## src/rtl/bba_pkg.sv

```systemverilog
// Package for the block bitmap allocator.
// Holds shared constants, the command and state encodings, and the
// controller-to-datapath command struct and the status struct back. No dependencies.
package bba_pkg;

    localparam int WORD_W = 32;
    localparam int BIT_W = 5;
    localparam int ADDR_W = 32;
    localparam int BNUM_W = 15;
    localparam int CMD_W = 2;
    localparam int DEF_BLOCK_SHIFT = 12;
    localparam int DEF_NUM_BLOCKS = 32768;

    typedef enum logic [CMD_W-1:0] {
        CMD_MARK  = 2'd0,
        CMD_FREE  = 2'd1,
        CMD_TEST  = 2'd2,
        CMD_RANGE = 2'd3
    } cmd_t;

    typedef enum logic [2:0] {
        ST_CLEAR,
        ST_IDLE,
        ST_SETUP,
        ST_READ,
        ST_MODIFY,
        ST_FINISH
    } state_t;

    typedef struct packed {
        logic clr_step;
        logic load;
        logic setup;
        logic rd;
        logic wr;
        logic finish;
    } ctrl_t;

    typedef struct packed {
        logic clr_done;
        logic skip;
        logic at_last;
        logic out_free;
    } stat_t;

endpackage

```

## src/rtl/bba_ctrl.sv

```systemverilog
// Controller state machine of the block bitmap allocator.
// Sequences clearing, setup and word read-modify-write passes.
// Depends on bba_pkg.
module bba_ctrl
(
    input  logic           clk,
    input  logic           rst_n,
    input  logic           in_valid,
    output logic           in_stall,
    input  bba_pkg::stat_t stat,
    output bba_pkg::ctrl_t ctrl
);

    bba_pkg::state_t state_reg;
    bba_pkg::state_t state_next;

    always_ff @(posedge clk or negedge rst_n)
    begin
        if (!rst_n)
        begin
            state_reg <= bba_pkg::ST_CLEAR;
        end
        else
        begin
            state_reg <= state_next;
        end
    end

    always_comb
    begin
        state_next = state_reg;
        ctrl = '0;
        in_stall = 1'b1;
        case (state_reg)
            bba_pkg::ST_CLEAR:
            begin
                ctrl.clr_step = 1'b1;
                if (stat.clr_done)
                begin
                    state_next = bba_pkg::ST_IDLE;
                end
            end
            bba_pkg::ST_IDLE:
            begin
                in_stall = 1'b0;
                if (in_valid)
                begin
                    ctrl.load = 1'b1;
                    state_next = bba_pkg::ST_SETUP;
                end
            end
            bba_pkg::ST_SETUP:
            begin
                ctrl.setup = 1'b1;
                state_next = stat.skip ? bba_pkg::ST_FINISH : bba_pkg::ST_READ;
            end
            bba_pkg::ST_READ:
            begin
                ctrl.rd = 1'b1;
                state_next = bba_pkg::ST_MODIFY;
            end
            bba_pkg::ST_MODIFY:
            begin
                ctrl.wr = 1'b1;
                state_next = stat.at_last ? bba_pkg::ST_FINISH : bba_pkg::ST_READ;
            end
            bba_pkg::ST_FINISH:
            begin
                if (stat.out_free)
                begin
                    ctrl.finish = 1'b1;
                    state_next = bba_pkg::ST_IDLE;
                end
            end
            default:
            begin
                state_next = bba_pkg::ST_IDLE;
            end
        endcase
    end

endmodule

```

## config.mk

```make
export PLATFORM = sky130hd
export DESIGN_NAME = bba_ctrl
export DESIGN_NICKNAME = d
export VERILOG_FILES = /design/src/rtl/bba_pkg.sv /design/src/rtl/bba_ctrl.sv
export SDC_FILE = /design/constraint.sdc
export NUM_CORES = 1
export LEC_CHECK = 0
export BUFFER_PORTS_ARGS = -buffer_cell sky130_fd_sc_hd__buf_2
export CORE_AREA = 2 2 39 41
export DETAILED_ROUTE_END_ITERATION = 10
export DIE_AREA = 0 0 41 43
export SLEW_MARGIN = 0
export SYNTH_ARGS = -nofsm -noshare
export SYNTH_HDL_FRONTEND = slang
export SYNTH_SLANG_ARGS = --single-unit
export TNS_END_PERCENT = 5
```

## constraint.sdc

```tcl
create_clock -name clk -period 1.14 [get_ports clk]
set_input_delay 0.057 -clock clk [delete_from_list [all_inputs] [get_ports clk]]
set_output_delay 0.057 -clock clk [all_outputs]
set_load 0.01 [all_outputs]
```

==> results of run 1 <==
==> routing by layer <==
layer,share of wire,GRT usage,vias up
met2,0.49,0.1031,8
met3,0.068,0.04712,0
met4,0,0.06000,0
met1,0.44,0.06796,112
met5,0,0,-
li1,-,-,132
==> cell type report <==
type / instances / share of cell area
Timing Repair Buffer: 20 / 0.3464
Multi-Input combinational cell: 19 / 0.3170
Sequential cell: 3 / 0.1961
Clock buffer: 4 / 0.06863
Tap cell: 16 / 0.05229
Inverter: 2 / 0.01961
==> path summary, 6_finish.rpt <==
| kind | to | start |
|---|---|---|
| setup / recovery | ctrl[0] | state_reg[0]$_DFFE_PN0P_ |
| hold reg to reg | state_reg[0]$_DFFE_PN0P_ | state_reg[2]$_DFFE_PN0P_ |
| max in group asynchronous | state_reg[2]$_DFFE_PN0P_ | rst_n |
| hold / removal | state_reg[1]$_DFFE_PN0P_ | stat[2] |
| min in group asynchronous | state_reg[1]$_DFFE_PN0P_ | rst_n |
| setup reg to reg | state_reg[2]$_DFFE_PN0P_ | state_reg[0]$_DFFE_PN0P_ |
==> metrics by stage <==
step                      TNS, ns  utilization  instance area (sq um)
after global placement          0       0.2288                  316.6
after detailed placement        0       0.2288                  316.6
after floorplan                 0            -                  201.4
after global routing      -0.7210       0.2767                  382.9
after CTS                 -0.3514       0.2731                  377.9
final                     -0.2517       0.2767                  382.9
==> cell usage after synthesis, drive strengths merged, types with 2 or more instances <==
library cell	count	area share
nand2b	2	0.062
inv	2	0.037
dfrtp	3	0.37
nor2	6	0.11
==> placed cells by master, fill, tap and decap left out <==
| cell type | Yosys | final |
|---|---|---|
| inv_1 | 2 | 1 |
| dfrtp_1 | 3 | 3 |
| nand2_1 | 1 | 1 |
| nand2b_1 | 2 | 2 |
| o32ai_1 | 1 | 1 |
| a21o_1 | 1 | 1 |
| buf_4 | 0 | 5 |
| nor2b_1 | 1 | 1 |
| and2_4 | 0 | 1 |
| nor2_1 | 6 | 6 |
| buf_2 | 1 | 13 |
| o21ai_0 | 1 | 1 |
| nand4bb_1 | 1 | 1 |
| dlygate4sd3_1 | 0 | 1 |
| o311ai_1 | 1 | 1 |
| clkbuf_1 | 0 | 1 |
| nor3_2 | 0 | 1 |
| or3_1 | 1 | 1 |
| buf_12 | 0 | 1 |
| clkbuf_4 | 0 | 3 |
| inv_2 | 0 | 1 |
| or4b_1 | 1 | 1 |
==> cells by family after synthesis <==
logic type,Yosys count
and+or+nand+nor,15
DFF,3
buffers and inverters,3
AOI/OAI and AO/OA,4
==> timing repair <==
item	in CTS	in global routing
hold endpoints to repair	3	0
hold buffers	1	0
setup endpoints to repair	5	9
pin swaps	1	0
cloned	0	0
resized for setup	2	1
buffers inserted	3	0
==> power breakdown <==
group          leakage (uW)  switching [uW]  internal (uW)  total, uW
clock             0.0000150            56.6            131        188
sequential        0.0000368            60.1            152        212
combinational      0.000154             236            327        564
==> worst max-delay path, cell delays in order, from the launching register on <==
cell,delay (ns)
dfrtp_1,0.41
buf_12,0.14
and2_4,0.12
nor2b_1,0.11
buf_2,0.13
==> out/metrics.csv, run 1 <==
stage,metric,value,unit
run_status,status,"complete, but fails checks",
run_status,violations,setup timing,
clock_tree,path_clk_slew,0.04,ns
finish,finalNonFillerCells,64,
logic_synthesis,ys_seq_elements,3,
grt,grt.total_usage,0.07243,
drt,via_per_inst,3.938,
logic_synthesis,yosysWarningCount,0,
place,pre_cts_ws,0.04278,ns
setup_path,path_class,reg -> out,
logic_synthesis,synth_flop_cell,dfrtp_1,
pwr,finalPower,963.7,uW
drt,drt_first_iter_violations,1,
pwr,power.density,2517,nW/um^2
setup_path,worstPathRequired,1.08,ns
timing,setup_ws,-0.07547,ns
logic_synthesis,synth_top_family_by_area,simple AND/OR/NAND/NOR gates,
timing,tightest_slew,0.2426,ns
finish,seq_area,75.07,sq um
clock_tree,ctsRootBufferMaster,clkbuf_4,
drt,num_vias,252,
floorplanning,die_w,41,microns
floorplanning,start_util,0.1456,
logic_synthesis,synth_compound_area_frac,0.1491,
floorplanning,core,1384,sq um
setup_path,rrSetupSlack,-0.02,ns
drt,drt_wl_total,543,microns
logic_synthesis,synth-async-reset-ratio,1.000,
finish,fill_cells,154,
timing,timing.hold.ws,0.06925,ns
logic_synthesis,syn_nets,32,
logic_synthesis,synthAdderAreaFrac,0,
logic_synthesis,syn-instance-count,25,
timing,finalMaxSlewViolations,0,
finish,nNetsFinal,56,
place,io_buffer_count,13,
floorplanning,dieHeight,43,microns
run,drv_cap,0,
drt,ant_nets,0,
logic_synthesis,synth_edf_count,0,
clock_tree,cts_buffers,3,
place,placed_cells,56,
place,globalplace.congestion,0.6823,
logic_synthesis,ys_types,16,
setup_path,arrival,1.16,ns
logic_synthesis,yosysSeqAreaShare,0.3727,
finish,largest_reg_flops,3,
timing,max_freq,822.7,MHz
clock_tree,cts_buffer_depth,2,
logic_synthesis,synth_mux_area_frac,0,
timing,rsz0062_at_grt,true,
hold_path,holdCritPathClass,in -> reg,
setup_path,worstSetupEndpointType,output pin,
finish,multiInputGateArea,121.4,sq um
timing,fin_crit_sh,1.066,
clock_tree,clkLatencyLatePin,0.23,ns
grt,grt_pass1_vias,221,
clock_tree,cts_tree,yes,
clock_tree,clkSinkCount,3,
hold_path,worst_hold_path.num_cells,2,
logic_synthesis,synth.avg_cell_area,8.058,sq um
timing,relSlewSlack,0.8357,
drt,dr.pass1.iters,4,
floorplanning,fp.dieArea,1763,sq um
logic_synthesis,synth_area,201.4,sq um
pwr,ir_drop,0.6007,mV
logic_synthesis,synth-simple-area-share,0.4161,
grt,antenna_found_initial,0,
grt,grt_max_degree,8,
floorplanning,rows,14,
timing,finClkSkew,0.003528,ns
grt,grt-ovfl-total,0,
setup_path,reg2reg_depth,4,
pwr,power.leakage,0.0002054,uW
drt,drc,0,
timing,setup_viol_count_final,6,
timing,hold_violations,0,
finish,area_growth,90.06,%
grt,grt_pass1_wl,814,microns
timing,period_minus_slack,1.215,ns
setup_path,cp_max_fo,4,
finish,drive_gt1_frac,0.5208,
setup_path,start_kind,flip-flop,
clock_tree,h-tree-depth,1,
drt,wl_per_cell,8.484,microns
finish,diodes,0,
logic_synthesis,synthXorXnorAreaFrac,0,
floorplanning,ios,14,
No activity file was read; power rests on OpenSTA's default activity.
==> inputs of run 2 (changes only) <==
--- a/config.mk
+++ b/config.mk
@@ -9,6 +9,7 @@
 export CORE_AREA = 2 2 39 41
 export DETAILED_ROUTE_END_ITERATION = 10
 export DIE_AREA = 0 0 41 43
+export SETUP_SLACK_MARGIN = 0.02
 export SLEW_MARGIN = 0
 export SYNTH_ARGS = -nofsm -noshare
 export SYNTH_HDL_FRONTEND = slang
==> run 2 against run 1 <==
Against the previous run:
- the flow still finishes with violations (setup timing)
- wire length unchanged
- clock-buffer cell count unchanged
- total power about the same
- sequential cell count unchanged
- critical path type unchanged
- critical endpoint unchanged
==> out/metrics.csv, run 2 (synthesis gave the netlist of run 1 again) <==
stage,metric,value,unit,change
drt,drt_wl_total,543,microns,unchanged
floorplanning,start_util,0.1456,,unchanged
setup_path,worst-path-buf-inv,2,,unchanged
clock_tree,ctsRootBufferMaster,clkbuf_4,,
setup_path,worstPathRequired,1.08,ns,about the same
setup_path,cp_cell_sequence,"buf_12, and2_4, nor2b_1, buf_2",,
finish,diodes,0,,unchanged
clock_tree,cts_buffers,3,,unchanged
timing,setup_viol_count_final,6,,unchanged
place,io_buffer_count,13,,unchanged
setup_path,start_kind,flip-flop,,
finish,largest_reg_flops,3,,unchanged
finish,fill_cells,154,,unchanged
place,globalplace.congestion,0.6823,,unchanged
clock_tree,h-tree-depth,1,,unchanged
drt,via_per_inst,3.938,,unchanged
finish,final_cell_mix,"buf_2 (13), nor2_1 (6), buf_4 (5)",,
pwr,power.leakage,0.0002053,uW,about the same
grt,grt_pass1_vias,221,,unchanged
timing,relSlewSlack,0.8357,,unchanged
timing,tightest_slew,0.2426,ns,unchanged
timing,setup_ws,-0.07549,ns,-0.00001990 ns
finish,area_growth,90.06,%,unchanged
grt,antenna_found_initial,0,,unchanged
setup_path,critPathMaxStageDelay,0.41,ns,about the same
drt,drc,0,,unchanged
run_status,violations,setup timing,,
setup_path,cp_max_fo,4,,unchanged
clock_tree,clkSinkCount,3,,unchanged
place,placed_cells,56,,unchanged
finish,utilization,0.2767,,unchanged
drt,wl_per_cell,8.484,microns,unchanged
timing,fin_crit_sh,1.066,,about the same
setup_path,path_delay_family,flip-flops,,
pwr,ir_drop,0.6004,mV,about the same
setup_path,arrival,1.16,ns,about the same
finish,drive_gt1_frac,0.5208,,unchanged
clock_tree,cts_tree,yes,,
clock_tree,path_clk_slew,0.04,ns,about the same
pwr,power.density,2516,nW/um^2,about the same
floorplanning,dieHeight,43,microns,unchanged
grt,grt_pass1_wl,814,microns,unchanged
drt,dr.pass1.iters,4,,unchanged
drt,drt_first_iter_violations,1,,unchanged
timing,period_minus_slack,1.215,ns,+0.00001990 ns
drt,ant_nets,0,,unchanged
clock_tree,cts_buffer_depth,2,,unchanged
floorplanning,die_w,41,microns,unchanged
place,pre_cts_ws,0.04278,ns,unchanged
timing,hold_violations,0,,unchanged
hold_path,holdCritPathClass,in -> reg,,
floorplanning,core,1384,sq um,unchanged
setup_path,worst_path_max_delay_cell,dfrtp_1,,
drt,num_vias,252,,unchanged
finish,nNetsFinal,56,,unchanged
timing,finClkSkew,0.003528,ns,unchanged
timing,rsz0062_at_grt,true,,
setup_path,path_class,reg -> out,,
finish,mostFrequentLayoutCell,buf_2,,
run,drv_cap,0,,unchanged
timing,tns,-0.2502,ns,+0.001465 ns
finish,finalNonFillerCells,64,,unchanged
pwr,finalPower,963.5,uW,about the same
grt,grt_max_degree,8,,unchanged
clock_tree,clkLatencyLatePin,0.23,ns,about the same
grt,grt.total_usage,0.07243,,unchanged
grt,grt-ovfl-total,0,,unchanged
floorplanning,rows,14,,unchanged
run_status,status,"complete, but fails checks",,
setup_path,worstSetupEndpointType,output pin,,
timing,finalMaxSlewViolations,0,,unchanged
floorplanning,fp.dieArea,1763,sq um,unchanged
timing,max_freq,822.7,MHz,about the same
floorplanning,ios,14,,unchanged
## run 2: cell counts in the layout (fill, tap and decap cells not counted)
No cell type changed its count.
## run 2: final cells by class
| class | instances | area, sq um | share of cell area |
|---|---|---|---|
| Sequential cell | 3 | 75.07 | 0.1961 |
| Tap cell | 16 | 20.02 | 0.05229 |
| Clock buffer | 4 | 26.28 | 0.06863 |
| Multi-Input combinational cell | 19 | 121.4 | 0.3170 |
| Timing Repair Buffer | 20 | 132.6 | 0.3464 |
| Inverter | 2 | 7.507 | 0.01961 |
## run 2: what timing repair did
action	in CTS	in global routing
setup buffers	3	0
resized for setup	2	1
endpoints found under the setup margin	5	10
endpoints found under the hold margin	3	0
pin swaps	1	1
hold buffers	1	0
## run 2: power by group
group	leakage [uW]	switching, uW	total (uW)	internal (uW)
sequential	0.0000368	60.0	212	152
combinational	0.000154	236	563	327
clock	0.0000150	56.6	188	131
total	0.000205	353	963	610
## run 2: final timing paths
path                                          startpoint                       end  slack (ns)  depth (start not counted)
worst min register to register  state_reg[2]$_DFFE_PN0P_  state_reg[0]$_DFFE_PN0P_        0.57                          1
worst min-delay path                             stat[2]  state_reg[1]$_DFFE_PN0P_        0.07                          2
min in group asynchronous                          rst_n  state_reg[1]$_DFFE_PN0P_        0.15                          2
worst max register to register  state_reg[0]$_DFFE_PN0P_  state_reg[2]$_DFFE_PN0P_       -0.02                          4
max in group asynchronous                          rst_n  state_reg[2]$_DFFE_PN0P_        0.88                          2
worst max-delay path            state_reg[0]$_DFFE_PN0P_                   ctrl[0]       -0.08                          4
## run 2: worst register-to-register path: cells and delay by family, from the launching register on
| family | cells | cell delay (ns) |
|---|---|---|
| compound gates | 1 | 0.25 |
| flops | 1 | 0.41 |
| buf+inv | 2 | 0.26 |
| simple gates | 1 | 0.12 |
## run 2: routing by layer
metal | track usage | vias up | share of wire
met5 | 0 | - | 0
met4 | 0.06000 | 0 | 0
met3 | 0.04712 | 0 | 0.068
met2 | 0.1031 | 8 | 0.49
met1 | 0.06796 | 112 | 0.44
li1 | - | 132 | -
## run 2: metrics by stage
| step | cell area (sq um) | hold slack, ns |
|---|---|---|
| final | 382.9 | 0.06925 |
| after floorplan | 201.4 | -0.2386 |
| after CTS | 377.9 | 0.06644 |
| after global placement | 316.6 | -0.1434 |
| after detailed placement | 316.6 | -0.1425 |
| after global routing | 382.9 | 0.08622 |
